===== config.mk =====
export PLATFORM = sky130hd
export DESIGN_NAME = debug_breakpoint_table_matcher
export DESIGN_NICKNAME = d
export VERILOG_FILES = /design/src/rtl/bptm_pkg.sv /design/src/rtl/bptm_ram.sv /design/src/rtl/bptm_match.sv /design/src/rtl/debug_breakpoint_table_matcher.sv
export SDC_FILE = /design/constraint.sdc
export NUM_CORES = 1
export LEC_CHECK = 0
export ABC_AREA = 1
export BUFFER_PORTS_ARGS = -buffer_cell sky130_fd_sc_hd__buf_2
export CORE_ASPECT_RATIO = 0.75
export CORE_UTILIZATION = 66
export CTS_CLUSTER_DIAMETER = 50
export DETAILED_ROUTE_END_ITERATION = 10
export PLACE_DENSITY_LB_ADDON = 0.25
export SYNTH_ARGS = -nofsm -noshare
export SYNTH_HDL_FRONTEND = slang
export SYNTH_HIERARCHICAL = 1
export SYNTH_SLANG_ARGS = --single-unit

===== constraint.sdc =====
create_clock -name clock -period 9.7 [get_ports clock]
set_clock_uncertainty 0.2 [all_clocks]
set_input_delay 1.455 -clock clock [delete_from_list [all_inputs] [get_ports clock]]
set_output_delay 1.455 -clock clock [all_outputs]
set_load 0.02 [all_outputs]

===== src/rtl/bptm_pkg.sv =====
`default_nettype none

package bptm_pkg;

   localparam int ADDR_W = 24;
   localparam int KIND_W = 3;

   localparam logic [1:0] CMD_CHECK  = 2'd0;
   localparam logic [1:0] CMD_ADD    = 2'd1;
   localparam logic [1:0] CMD_REMOVE = 2'd2;
   localparam logic [1:0] CMD_CLEAR  = 2'd3;

   localparam logic [KIND_W-1:0] KIND_EXEC  = 3'd0;
   localparam logic [KIND_W-1:0] KIND_READ  = 3'd1;
   localparam logic [KIND_W-1:0] KIND_WRITE = 3'd2;
   localparam logic [KIND_W-1:0] KIND_IRQ   = 3'd3;
   localparam logic [KIND_W-1:0] KIND_BRK   = 3'd4;

   typedef struct packed {
      logic [ADDR_W-1:0] addr;
      logic [KIND_W-1:0] kind;
   } entry_type;

   typedef struct packed {
      logic [7:0]  program_bank;
      logic [15:0] program_counter;
      logic [7:0]  bus_bank;
      logic [15:0] bus_addr;
      logic        data_valid;
      logic        read_not_write;
      logic        in_irq_state;
      logic [7:0]  instr_opcode;
   } cpu_type;

   typedef enum logic [3:0] {
      ST_IDLE  = 4'b0001,
      ST_SCAN  = 4'b0010,
      ST_SHIFT = 4'b0100,
      ST_PLACE = 4'b1000
   } seq_state_type;

endpackage

`default_nettype wire


===== src/rtl/bptm_ram.sv =====
`default_nettype none

module bptm_ram #(
   parameter int WIDTH = 8,
   parameter int DEPTH = 16,
   localparam int AW = (DEPTH > 1) ? $clog2(DEPTH) : 1
) (
   input  wire logic             clock,
   input  wire logic             wr_en,
   input  wire logic [AW-1:0]    wr_addr,
   input  wire logic [WIDTH-1:0] wr_data,
   input  wire logic             rd_en,
   input  wire logic [AW-1:0]    rd_addr,
   output logic      [WIDTH-1:0] rd_data
);

   logic [WIDTH-1:0] mem [DEPTH];

   always_ff @(posedge clock) begin
      if (wr_en) begin
         mem[wr_addr] <= wr_data;
      end
      if (rd_en) begin
         rd_data <= mem[rd_addr];
      end
   end

endmodule

`default_nettype wire


===== src/rtl/bptm_match.sv =====
`default_nettype none

module bptm_match
   import bptm_pkg::*;
(
   input  wire entry_type    entry,
   input  wire cpu_type      cpu,
   input  wire logic [7:0]   brk_opcode,
   output logic              match
);

   logic [7:0]  bank;
   logic [15:0] lo;
   logic        bus_eq;

   always_comb begin
      bank   = entry.addr[23:16];
      lo     = entry.addr[15:0];
      bus_eq = (cpu.bus_bank == bank) && (cpu.bus_addr == lo);
      case (entry.kind)
         KIND_EXEC: begin
            match = (cpu.program_bank == bank) && (cpu.program_counter == lo);
         end
         KIND_READ: begin
            match = bus_eq && cpu.data_valid && cpu.read_not_write;
         end
         KIND_WRITE: begin
            match = bus_eq && cpu.data_valid && !cpu.read_not_write;
         end
         KIND_IRQ: begin
            match = cpu.in_irq_state;
         end
         KIND_BRK: begin
            match = (cpu.instr_opcode == brk_opcode);
         end
         default: begin
            match = 1'b0;
         end
      endcase
   end

endmodule

`default_nettype wire


===== src/rtl/debug_breakpoint_table_matcher.sv =====
`default_nettype none

// Breakpoint table matcher.
// A command word is taken when start is high and busy is low. cmd selects
// check (find the lowest table entry that matches the CPU state fields),
// add (sorted insert of bp_address/bp_kind), remove (by entry_index) or clear.
// Every command gives exactly one result word: rsp_strobe is high for one
// cycle with rsp_ok, rsp_hit, rsp_hit_index and rsp_entry_count valid. The
// receiver cannot stall; a result is simply shown for that single cycle.
// csr_wr_en/csr_wr_data write the BRK opcode register; the user is to write
// it only while the block is idle, which the block itself does not enforce.
// Entries live in a single-port-write, single-port-read RAM with registered
// read; all work goes through that RAM, one entry per cycle. Clear, a bad
// remove index and a bad add kind answer without touching the RAM. Check
// reads entries from index 0 up to the first hit or the end. Add runs the
// same search, which ends at a duplicate (table unchanged), at the first
// entry with a greater address, or past the end; it then moves the entries
// from there on up one place, top first, writes the new entry and answers.
// Remove moves the entries above entry_index down one place. A full table
// fails at the end of the search. busy drops as the result shows, so the
// next word can be taken at the edge that ends the result cycle. Reset
// empties the table and clears the BRK opcode; no clearing pass.

module debug_breakpoint_table_matcher
   import bptm_pkg::*;
#(
   parameter int DEPTH = 16
) (
   input  wire logic        clock,
   input  wire logic        reset,
   input  wire logic        start,
   output logic             busy,
   input  wire logic [1:0]  req_cmd,
   input  wire logic [23:0] req_bp_address,
   input  wire logic [2:0]  req_bp_kind,
   input  wire logic [9:0]  req_entry_index,
   input  wire logic [7:0]  req_program_bank,
   input  wire logic [15:0] req_program_counter,
   input  wire logic [7:0]  req_bus_bank,
   input  wire logic [15:0] req_bus_addr,
   input  wire logic        req_data_valid,
   input  wire logic        req_read_not_write,
   input  wire logic        req_in_irq_state,
   input  wire logic [7:0]  req_instr_opcode,
   input  wire logic        csr_wr_en,
   input  wire logic [7:0]  csr_wr_data,
   output logic             rsp_strobe,
   output logic             rsp_ok,
   output logic             rsp_hit,
   output logic [9:0]       rsp_hit_index,
   output logic [10:0]      rsp_entry_count
);

   localparam int IW = (DEPTH > 1) ? $clog2(DEPTH) : 1;
   localparam int CW = $clog2(DEPTH + 1);
   localparam int EW = $bits(entry_type);

   seq_state_type  state_ff, state_in;
   logic [1:0]     cmd_ff, cmd_in;
   entry_type      new_entry_ff, new_entry_in;
   cpu_type        cpu_ff, cpu_in;
   logic [CW-1:0]  count_ff, count_in;
   logic [CW-1:0]  pos_ff, pos_in;
   logic [CW-1:0]  left_ff, left_in;
   logic [IW-1:0]  rd_ptr_ff, rd_ptr_in;
   logic [IW-1:0]  cmp_ptr_ff, cmp_ptr_in;
   logic           rd_valid_ff, rd_valid_in;
   logic           shift_up_ff, shift_up_in;
   logic [7:0]     brk_ff;
   logic           rsp_strobe_ff, rsp_strobe_in;
   logic           rsp_ok_ff, rsp_ok_in;
   logic           rsp_hit_ff, rsp_hit_in;
   logic [9:0]     rsp_hit_index_ff, rsp_hit_index_in;

   logic           wr_en;
   logic [IW-1:0]  wr_addr;
   logic [EW-1:0]  wr_data;
   logic           rd_en;
   logic [EW-1:0]  rd_data;
   entry_type      rd_entry;
   logic           match;
   logic           ins_req;
   logic [CW-1:0]  ins_pos;

   assign rd_entry = entry_type'(rd_data);

   bptm_ram #(
      .WIDTH (EW),
      .DEPTH (DEPTH)
   ) u_ram (
      .clock   (clock),
      .wr_en   (wr_en),
      .wr_addr (wr_addr),
      .wr_data (wr_data),
      .rd_en   (rd_en),
      .rd_addr (rd_ptr_ff),
      .rd_data (rd_data)
   );

   bptm_match u_match (
      .entry      (rd_entry),
      .cpu        (cpu_ff),
      .brk_opcode (brk_ff),
      .match      (match)
   );

   always_comb begin
      state_in         = state_ff;
      cmd_in           = cmd_ff;
      new_entry_in     = new_entry_ff;
      cpu_in           = cpu_ff;
      count_in         = count_ff;
      pos_in           = pos_ff;
      left_in          = left_ff;
      rd_ptr_in        = rd_ptr_ff;
      cmp_ptr_in       = cmp_ptr_ff;
      rd_valid_in      = 1'b0;
      shift_up_in      = shift_up_ff;
      rsp_strobe_in    = 1'b0;
      rsp_ok_in        = rsp_ok_ff;
      rsp_hit_in       = rsp_hit_ff;
      rsp_hit_index_in = rsp_hit_index_ff;
      wr_en            = 1'b0;
      wr_addr          = '0;
      wr_data          = new_entry_ff;
      rd_en            = 1'b0;
      ins_req          = 1'b0;
      ins_pos          = count_ff;

      case (state_ff)
         ST_IDLE: begin
            if (start) begin
               cmd_in       = req_cmd;
               new_entry_in = '{addr: req_bp_address, kind: req_bp_kind};
               cpu_in       = '{program_bank:    req_program_bank,
                                program_counter: req_program_counter,
                                bus_bank:        req_bus_bank,
                                bus_addr:        req_bus_addr,
                                data_valid:      req_data_valid,
                                read_not_write:  req_read_not_write,
                                in_irq_state:    req_in_irq_state,
                                instr_opcode:    req_instr_opcode};
               rsp_hit_in       = 1'b0;
               rsp_hit_index_in = '0;
               case (req_cmd)
                  CMD_CHECK: begin
                     rd_ptr_in = '0;
                     left_in   = count_ff;
                     state_in  = ST_SCAN;
                  end
                  CMD_ADD: begin
                     if (req_bp_kind > KIND_BRK) begin
                        rsp_strobe_in = 1'b1;
                        rsp_ok_in     = 1'b0;
                     end else begin
                        rd_ptr_in = '0;
                        left_in   = count_ff;
                        state_in  = ST_SCAN;
                     end
                  end
                  CMD_REMOVE: begin
                     if ({1'b0, req_entry_index} >= 11'(count_ff)) begin
                        rsp_strobe_in = 1'b1;
                        rsp_ok_in     = 1'b0;
                     end else begin
                        shift_up_in = 1'b0;
                        rd_ptr_in   = IW'(req_entry_index) + IW'(1);
                        left_in     = count_ff - CW'(req_entry_index) - CW'(1);
                        state_in    = ST_SHIFT;
                     end
                  end
                  default: begin
                     count_in      = '0;
                     rsp_strobe_in = 1'b1;
                     rsp_ok_in     = 1'b1;
                  end
               endcase
            end
         end

         ST_SCAN: begin
            if (rd_valid_ff) begin
               if (cmd_ff == CMD_CHECK) begin
                  if (match) begin
                     rsp_strobe_in    = 1'b1;
                     rsp_ok_in        = 1'b1;
                     rsp_hit_in       = 1'b1;
                     rsp_hit_index_in = 10'(cmp_ptr_ff);
                     state_in         = ST_IDLE;
                  end
               end else if (rd_entry.addr > new_entry_ff.addr) begin
                  ins_req = 1'b1;
                  ins_pos = CW'(cmp_ptr_ff);
               end else if (rd_entry == new_entry_ff) begin
                  // duplicate: leave the table as it is
                  rsp_strobe_in = 1'b1;
                  rsp_ok_in     = 1'b1;
                  state_in      = ST_IDLE;
               end
            end else if (left_ff == '0) begin
               if (cmd_ff == CMD_CHECK) begin
                  rsp_strobe_in = 1'b1;
                  rsp_ok_in     = 1'b1;
                  state_in      = ST_IDLE;
               end else begin
                  ins_req = 1'b1;
                  ins_pos = count_ff;
               end
            end

            if (ins_req) begin
               if (count_ff == CW'(DEPTH)) begin
                  rsp_strobe_in = 1'b1;
                  rsp_ok_in     = 1'b0;
                  state_in      = ST_IDLE;
               end else begin
                  pos_in      = ins_pos;
                  shift_up_in = 1'b1;
                  rd_ptr_in   = IW'(count_ff - CW'(1));
                  left_in     = count_ff - ins_pos;
                  state_in    = ST_SHIFT;
               end
            end else if (state_in == ST_SCAN && left_ff != '0) begin
               rd_en       = 1'b1;
               cmp_ptr_in  = rd_ptr_ff;
               rd_valid_in = 1'b1;
               rd_ptr_in   = rd_ptr_ff + IW'(1);
               left_in     = left_ff - CW'(1);
            end
         end

         ST_SHIFT: begin
            // write back the word read last cycle one place up or down
            if (rd_valid_ff) begin
               wr_en   = 1'b1;
               wr_addr = shift_up_ff ? cmp_ptr_ff + IW'(1) : cmp_ptr_ff - IW'(1);
               wr_data = rd_data;
            end
            if (left_ff != '0) begin
               rd_en       = 1'b1;
               cmp_ptr_in  = rd_ptr_ff;
               rd_valid_in = 1'b1;
               rd_ptr_in   = shift_up_ff ? rd_ptr_ff - IW'(1) : rd_ptr_ff + IW'(1);
               left_in     = left_ff - CW'(1);
            end else if (!rd_valid_ff) begin
               if (shift_up_ff) begin
                  state_in = ST_PLACE;
               end else begin
                  count_in      = count_ff - CW'(1);
                  rsp_strobe_in = 1'b1;
                  rsp_ok_in     = 1'b1;
                  state_in      = ST_IDLE;
               end
            end
         end

         ST_PLACE: begin
            wr_en         = 1'b1;
            wr_addr       = IW'(pos_ff);
            wr_data       = new_entry_ff;
            count_in      = count_ff + CW'(1);
            rsp_strobe_in = 1'b1;
            rsp_ok_in     = 1'b1;
            state_in      = ST_IDLE;
         end

         default: begin
            state_in = ST_IDLE;
         end
      endcase
   end

   always_ff @(posedge clock) begin
      if (reset) begin
         state_ff      <= ST_IDLE;
         count_ff      <= '0;
         rd_valid_ff   <= 1'b0;
         rsp_strobe_ff <= 1'b0;
         brk_ff        <= '0;
      end else begin
         state_ff      <= state_in;
         count_ff      <= count_in;
         rd_valid_ff   <= rd_valid_in;
         rsp_strobe_ff <= rsp_strobe_in;
         if (csr_wr_en) begin
            brk_ff <= csr_wr_data;
         end
      end
   end

   always_ff @(posedge clock) begin
      cmd_ff           <= cmd_in;
      new_entry_ff     <= new_entry_in;
      cpu_ff           <= cpu_in;
      pos_ff           <= pos_in;
      left_ff          <= left_in;
      rd_ptr_ff        <= rd_ptr_in;
      cmp_ptr_ff       <= cmp_ptr_in;
      shift_up_ff      <= shift_up_in;
      rsp_ok_ff        <= rsp_ok_in;
      rsp_hit_ff       <= rsp_hit_in;
      rsp_hit_index_ff <= rsp_hit_index_in;
   end

   assign busy            = (state_ff != ST_IDLE);
   assign rsp_strobe      = rsp_strobe_ff;
   assign rsp_ok          = rsp_ok_ff;
   assign rsp_hit         = rsp_hit_ff;
   assign rsp_hit_index   = rsp_hit_index_ff;
   assign rsp_entry_count = 11'(count_ff);

endmodule

`default_nettype wire

# Word level (Yosys, flattened, before mapping)
# Memory sizes are Yosys's and may differ from the RTL's. A register that Yosys moved wholly into a read port is not among the register bits.
# Cells that the tools add are included.
[word_totals]
latchBits = 0
memories = 1
elab_cells = 230
out_inout_bits = 25
mem_bits_ro = 0
input_bits = 110
ramBits = 432
regBits = 137
[memory_table]
columns = ["name", "depth", "width", "rd", "rd_ports_with_merged_regs", "wr", "line", "rtl"]
rows = [
  ["u_ram.mem", 16, 27, 1, 1, 1, "bptm_ram.sv:17", "logic [WIDTH-1:0] mem [DEPTH];"],
]
[op_classes]
reduce_logical = 27
muxes = 121
div_mod_pow = 0
addsub = 11
magnitude_cmp = 3
shifts = 0
eq_ne = 42
mul = 0
bitwise = 1
[op_table]
columns = ["cell", "n"]
rows = [
  ["2-to-1 mux 4 bit", 28],
  ["2-to-1 mux 5 bit", 16],
  ["2-to-1 mux 27 bit", 2],
  ["2-to-1 mux 1 bit", 51],
  ["one-hot mux 4 bit (3 select lines)", 4],
  ["one-hot mux 5 bit (3 select lines)", 3],
  ["2-to-1 mux 10 bit", 4],
  ["== test 16 bit", 2],
  ["inequality test 2 bit (second input constant)", 15],
  ["== test 27 bit", 1],
  ["== test 8 bit", 3],
  ["greater-than comparator 24 bit", 1],
  ["one-hot mux 10 bit (2 select lines)", 1],
  ["inequality test 3 bit (second input constant)", 6],
  ["AND reduction 6 bit", 3],
  ["one-hot mux 4 bit (2 select lines)", 2],
  ["AND reduction 8 bit", 2],
  ["subtractor 5 x 1 -> 5 bit (second input constant)", 3],
  ["adder 4 x 1 -> 4 bit (second input constant)", 3],
  [">= comparator 10 x 5 -> 1 bit", 1],
  ["subtractor 5 bit", 2],
  ["== test 4 x 2 -> 1 bit (second input constant)", 2],
  ["inequality test 4 x 1 -> 1 bit (second input constant)", 2],
  ["one-hot mux 1 bit (2 select lines)", 4],
  ["32 further kinds", 44],
]

# Logic depth before layout (Yosys ltp)
# Gate-level depths: netlist of run 1.
[logic_depth]
ltp_word = 14
mapped_depth = 26
depth_no_buf = 26

# Cells and area by module
# Netlist of run 1, hierarchy kept.
[by_module_without_submodules]
columns = ["module", "instances", "area_each_um2", "cells_each", "seq_area_each_um2"]
rows = [
  ["bptm_ram", 1, 19334.8, 1791, 13783.2],
  ["debug_breakpoint_table_matcher", 1, 6802.8, 672, 3743.6],
  ["bptm_match", 1, 958.4, 204, 0.0],
]

# Least setup slack after synthesis of run 1
# OpenSTA, ideal clock, no wires.
[synth_path]
path_type = "input -> register"
startpoint = "input port start"
endpoint = "register rsp_strobe_ff (netlist: rsp_strobe)"
required_time_ns = 9.418
setup_time_ns = 0.082
path_stages = 4
arrival_ns = 5.844
setup_slack_ns = 3.574
n_path_buf = 0
path_cell_list = "inv_1 nor2_1 o21ai_0 a41oi_1"
[synth_between]
elab_chain_cells = 2
[synth_lines]
columns = ["element", "line", "rtl"]
rows = [
  ["start, declared", "debug_breakpoint_table_matcher.sv:31", "input wire logic start,"],
  ["2-to-1 mux 1 bit", "debug_breakpoint_table_matcher.sv:132", "if (start) begin"],
  ["one-hot mux 1 bit (4 select lines)", "debug_breakpoint_table_matcher.sv:130", "case (state_ff)"],
  ["end signal, assigned", "debug_breakpoint_table_matcher.sv:284", "rsp_strobe_ff <= rsp_strobe_in;"],
  ["end, declared", "debug_breakpoint_table_matcher.sv:70", "logic rsp_strobe_ff, rsp_strobe_in;"],
]
# No other way between the ends.
# A chain may end at the register's enable or synchronous reset.

# Worst setup path after layout of run 1
[layout_path]
startpoint = "register state_ff[0]"
endpoint = "memory u_ram/mem[6][26] (netlist bit), enable pin"
[layout_between]
elab_cells_between_ends = 6
cone_classes = "eq/ne (2); mux (4)"
[layout_lines]
columns = ["element", "line", "rtl"]
rows = [
  ["start, declared", "debug_breakpoint_table_matcher.sv:58", "seq_state_type state_ff, state_in;"],
  ["start signal, assigned", "debug_breakpoint_table_matcher.sv:281", "state_ff <= state_in;"],
  ["== test 4 bit or == test 4 x 3 -> 1 bit (tied branches)", "debug_breakpoint_table_matcher.sv:130", ""],
  ["one-hot mux 4 bit (2 select lines) (*)", "debug_breakpoint_table_matcher.sv:130", ""],
  ["via wr_addr[2]", "debug_breakpoint_table_matcher.sv:76", "logic [IW-1:0] wr_addr;"],
  ["end, declared", "bptm_ram.sv:17", ""],
]
# Mark *: on every way through the listed nets, which the timed path passes. The rest lies on a longest branch.

==> results of run 1 <==
[state kept, by name (all words and copies together), names as in the netlist]
register,cells
rd_valid_ff,1
state_ff,4
rsp_strobe,1
shift_up_ff,1
cpu_ff,59
rsp_ok,1
cmp_ptr_ff,4
pos_ff,4
rsp_hit_index,4
brk_ff,8
count_ff,5
u_ram/mem,432
rsp_hit,1
new_entry_ff,27
cmd_ff,2
u_ram/rd_data,27
rd_ptr_ff,4
left_ff,5
[metrics by stage]
| stage | std cells | power, uW | cell area (um^2) | util |
|---|---|---|---|---|
| floorplan | 2678 | 4410 | 27100 | - |
| global placement | 3241 | 4920 | 28200 | 0.705 |
| detailed placement | 3241 | 4970 | 28200 | 0.705 |
| CTS | 3339 | 6980 | 29800 | 0.747 |
| global route | 3341 | 7270 | 29800 | 0.747 |
| finish | 3341 | 7010 | 29800 | 0.747 |
[cell usage after synthesis (5+ instances only)]
library cell | n | share of area
inv_1 | 458 | 0.063
nand4_1 | 5 | 0.0012
o21ai_0 | 60 | 0.011
a211oi_1 | 5 | 0.0014
inv_2 | 6 | 0.00083
buf_4 | 32 | 0.0089
xnor2_1 | 34 | 0.011
nand2_1 | 778 | 0.11
edfxtp_1 | 571 | 0.63
ha_1 | 49 | 0.023
nor3_1 | 7 | 0.0013
a21oi_1 | 27 | 0.0050
clkbuf_1 | 24 | 0.0033
dfxtp_1 | 19 | 0.014
nand3_1 | 350 | 0.065
xor2_1 | 18 | 0.0058
buf_2 | 34 | 0.0063
nor2_1 | 106 | 0.015
buf_1 | 14 | 0.0019
[cell families (layout without fill, tap and decap cells)]
family	Yosys count	count (layout)	synth area share
AOI/OAI and AO/OA	122	122	0.0263
adders and majority gates	52	52	0.0248
xor gates and xnor gates	52	52	0.0168
and+or+nand+nor	1274	1274	0.198
buffers and inverters	576	717	0.0869
other	1	14	0.000138
DFF	590	590	0.647
[layer usage]
layer  global-route usage  vias to the layer above
li1                     -                     8876
met4                0.131                        0
met1                0.428                     9052
met2                0.510                      953
met5                    0                        -
met3               0.0412                      168
[final cells by class]
class	instances	area [um^2]
repair buffers	150	833
fillers	2650	10100
multi-input cells	1512	7390
flip-flops and latches	590	17500
inverters	469	1770
clock inverters	29	203
clock buffers	69	1460
diodes	2	5.00
well taps	520	651
[critical path, delay by kind of cell, from the launching register on]
kind | cells | cell delay [ps]
AND/OR/NAND/NOR | 5 | 2550
buffers and inverters | 1 | 220
flip-flops | 1 | 370
AO/OA/AOI/OAI | 1 | 410
[final timing paths]
path | startpoint | end | cells past startpoint
max | state_ff[0]$_SDFFE_PP1P_ | u_ram/mem[6][26]$_DFFE_PP_ | 7
min | brk_ff[3]$_SDFFE_PP0P_ | brk_ff[3]$_SDFFE_PP0P_ | 2
max reg2reg | state_ff[0]$_SDFFE_PP1P_ | u_ram/mem[6][26]$_DFFE_PP_ | 7
min reg2reg | brk_ff[3]$_SDFFE_PP0P_ | brk_ff[3]$_SDFFE_PP0P_ | 2
[power breakdown]
group | switching [uW] | leakage (uW) | internal [uW]
sequential | 89.9 | 0.00535 | 3060
clock | 904 | 0.000811 | 1130
combinational | 1310 | 0.00667 | 504
==> metrics.yaml, run 1 <==
worstSetupPathType: "reg2reg"
finalHoldViolations: 0
cts_max_path_buffers: 3
crit_path_max_incr_delay_ps: 870
clk_latency_ps: 590
dr.pass1.iters: 6
cts_tree: "yes"
area_delta_synth_final_pct: 10.1
nets: 2939
tns_ps: 0
ys_seq_area_frac: 0.647
met2_length_um: 31200
path_max_fanout: 52
synthDistinctLibCells: 55
drc_errors: 0
netlist_area_mm2: 0.0271
cts.clk_slew.worst_paths_ps: 60
cts-root-buf: "clkbuf_16"
synth_edf_count: 571
finalMaxSlewViolations: 0
top_layer: "met4"
ant_nets: 0
grt_overflow: 0
critPathArrivalTime_ps: 4170
routed_wl_um: 65700
die_area_mm2: 0.0419
grt_pass1_vias: 18505
h-tree-depth: 2
routabilityCongestion: 0.903
synthFlopType: "edfxtp_1"
post_cts_buffers: 0
powerDensity_mw_per_mm2: 235
critPathSlowestCell: "nor2_4"
yosysWarnings: 6
dp_worst_setup_slack_ps: 5600
final_common_cell: "nand2_1"
holdBufCountCts: 0
grt_pass1_wl_um: 99400
grt.total_usage: 0.312
start_kind: "register"
numCtsBuffers: 54
fmax_mhz: 240
tightest_slew_ps: 1240
wl_per_cell_um: 19.7
final-setup-viol-count: 0
ir_worst_vdd_v: 0.000354
p_leak_uw: 0.0128
ys_ff_latch: 590
grt_max_degree: 218
io_pins: 135
rsz0062_at_grt: "no"
ff2ff_setup_slack_ps: 5530
initial_utilization: 0.678
synthArstFlopShare: 0
timing.slew.headroom: 0.172
finalCritPeriodShare: 0.430
cts_resized: 0
drive_gt1_frac: 0.0947
coreArea_mm2: 0.0400
antenna_found_initial: 1
dp_hpwl_um: 40800
hold_class: "reg2reg"
cpMostUsedCell: "nor2_4"
hold_ws_ps: 328
postSynthAreaPerCell_um2: 10.2
clock-sinks: 590
timing.final.ws_setup_ps: 5530
die_y_um: 177
final_cell_mix: "778 x nand2_1, 571 x edfxtp_1, 458 x inv_1, 350 x nand3_1, 122 x buf_2"
worstPathRequired_ps: 9700
dr.first_iter.drc_count: 2467
syn_inst: 2667
worstPathCellList: "nor2_1, nand3_2, nor2_4, inv_2, o21ai_0, nand3b_1, nor2_4"
via_count: 19049
worstSetupEndpointType: "register"
wl_met1_um: 26100
io_buffers: 122
status: "finished, final reports clean"
maxCapViolations: 0
rows: 63
die_w_um: 236
fin_crit_ps: 4170
viasPerCell: 5.70
dr_wl_met3_um: 6030
(Power assumes the default switching activity.)
==> inputs of run 2 (changes only) <==
--- a/config.mk
+++ b/config.mk
@@ -8,7 +8,7 @@
 export ABC_AREA = 1
 export BUFFER_PORTS_ARGS = -buffer_cell sky130_fd_sc_hd__buf_2
 export CORE_ASPECT_RATIO = 0.75
-export CORE_UTILIZATION = 66
+export CORE_UTILIZATION = 56
 export CTS_CLUSTER_DIAMETER = 50
 export DETAILED_ROUTE_END_ITERATION = 10
 export PLACE_DENSITY_LB_ADDON = 0.25
==> constraint.sdc (replaced) <==
create_clock -name clock -period 3.6 [get_ports clock]
set_clock_uncertainty 0.2 [all_clocks]
set_input_delay 0.54 -clock clock [delete_from_list [all_inputs] [get_ports clock]]
set_output_delay 0.54 -clock clock [all_outputs]
set_load 0.02 [all_outputs]
==> run 2 against run 1 <==
Effect of this change:
- final cell count grew 8.8%
- die area is 18% higher
- critical path type unchanged
- sequential power rose to 2.7 times the previous value
- highest routed layer unchanged
- largest cell class unchanged
- via count up 4.6%
==> metrics.yaml, run 2 (synthesized netlist as in run 1, its figures left out) <==
die_y_um: 192
status: "finished, final reports clean"
drive_gt1_frac: 0.123
finalHoldViolations: 0
dr.pass1.iters: 7
cts-root-buf: "clkbuf_16"
worstSetupPathType: "reg2reg"
wl_per_cell_um: 19.9
crit_path_max_incr_delay_ps: 460
final_cells: 3634
final_common_cell: "nand2_1"
drc_errors: 0
grt_pass1_wl_um: 108000
coreArea_mm2: 0.0476
tightest_slew_ps: 1320
via_count: 19919
numCtsBuffers: 57
dp.cells: 3427
worstSetupEndpointType: "register"
final_util: 0.671
dr.first_iter.drc_count: 2145
routed_wl_um: 72300
grt_overflow: 0
viasPerCell: 5.48
clk_latency_ps: 610
cts_tree: "yes"
h-tree-depth: 2
initial_utilization: 0.570
finalCritPeriodShare: 0.974
cpLargestDelayFamily: "simple AND/OR/NAND/NOR gates"
p_leak_uw: 0.0137
fmax_mhz: 285
cpMostUsedCell: "nand2_1"
finalMaxSlewViolations: 0
hold_class: "in2reg"
regMostFlops: "u_ram/mem"
top_regs: "u_ram/mem x432, cpu_ff x59"
grt_max_degree: 204
die_w_um: 256
fin_crit_ps: 3510
largest_register_ffs: 432
die_area_mm2: 0.0493
maxCapViolations: 0
timing.slew.headroom: 0.120
routabilityCongestion: 0.934
critPathSlowestCell: "edfxtp_1"
powerDensity_mw_per_mm2: 616
io_pins: 135
area_delta_synth_final_pct: 17.7
final_cell_mix: "776 x nand2_1, 571 x edfxtp_1, 456 x inv_1, 348 x nand3_1, 122 x buf_2"
nets: 3110
worstPathRequired_ps: 3750
clock-sinks: 590
antenna_found_initial: 2
critPathBufInv: 2
final-setup-viol-count: 0
grt_pass1_vias: 19446
ant_nets: 0
cts_max_path_buffers: 3
dp_hpwl_um: 43300
cts.clk_slew.worst_paths_ps: 70
rsz0062_at_grt: "yes"
ir_worst_vdd_v: 0.000679
start_kind: "register"
critPathArrivalTime_ps: 3660
path_max_fanout: 6
rows: 69
worstPathCellList: "ha_4, nand4_1, nand2b_4, nor2_4, nand2_2, nand3_2, nand2_2, nor2_4, inv_4, buf_4, nand2_1, o21ai_4, ha_4, or2_2, nand3_1, nand2_1, nand2_1, nand2_1"
grt.total_usage: 0.291
io_buffers: 122
==> run 2: repair_timing <==
item	CTS	global route
setup endpoints to repair	1	17
hold buffers	96	0
pin swaps	0	7
gates resized for setup	1	22
setup buffers	0	5
hold endpoints to repair	96	0
==> run 2: report_power, final <==
| group | internal (uW) | switching [uW] |
|---|---|---|
| sequential | 8240 | 235 |
| combinational | 1560 | 3600 |
| clock | 3430 | 2600 |
==> run 2: path summary, 6_finish.rpt <==
| path | from | slack (ps) | to | depth (start not counted) |
|---|---|---|---|---|
| setup reg to reg | u_ram/rd_data[25]$_DFFE_PP_ | 90 | left_ff[4]$_DFFE_PP_ | 18 |
| hold / removal | reset | 60 | state_ff[2]$_SDFFE_PP0P_ | 2 |
| hold reg to reg | brk_ff[3]$_SDFFE_PP0P_ | 340 | brk_ff[3]$_SDFFE_PP0P_ | 2 |
| setup / recovery | u_ram/rd_data[25]$_DFFE_PP_ | 90 | left_ff[4]$_DFFE_PP_ | 18 |
==> run 2: through the flow <==
stage	hold WS [ps]	setup slack [ps]	setup TNS [ps]	area, um^2	total power, uW
after global placement	299	138	0	28900	13400
after detailed placement	308	0.0724	0	28900	13500
after floorplan	283	97.4	0	27100	11900
final	63.3	92.1	0	31900	19700
after global routing	58.2	-93.1	-147	31900	20400
after CTS	40.1	14.3	0	31800	19500
==> run 2: cell type report <==
type,instances,area (um^2)
Antenna cell,2,5.00
Timing Repair Buffer,318,2470
Fill cell,3494,15700
Inverter,469,1770
Tap cell,639,800
Sequential cell,590,17500
Multi-Input combinational cell,1512,7470
Clock buffer,72,1520
Clock inverter,32,333
==> run 2: layer usage <==
metal,up-vias,share of wire,GRT usage
met5,-,0,0
met4,0,0.041,0.131
met3,198,0.10,0.0659
met2,1059,0.46,0.459
met1,9429,0.40,0.390
li1,9233,-,-
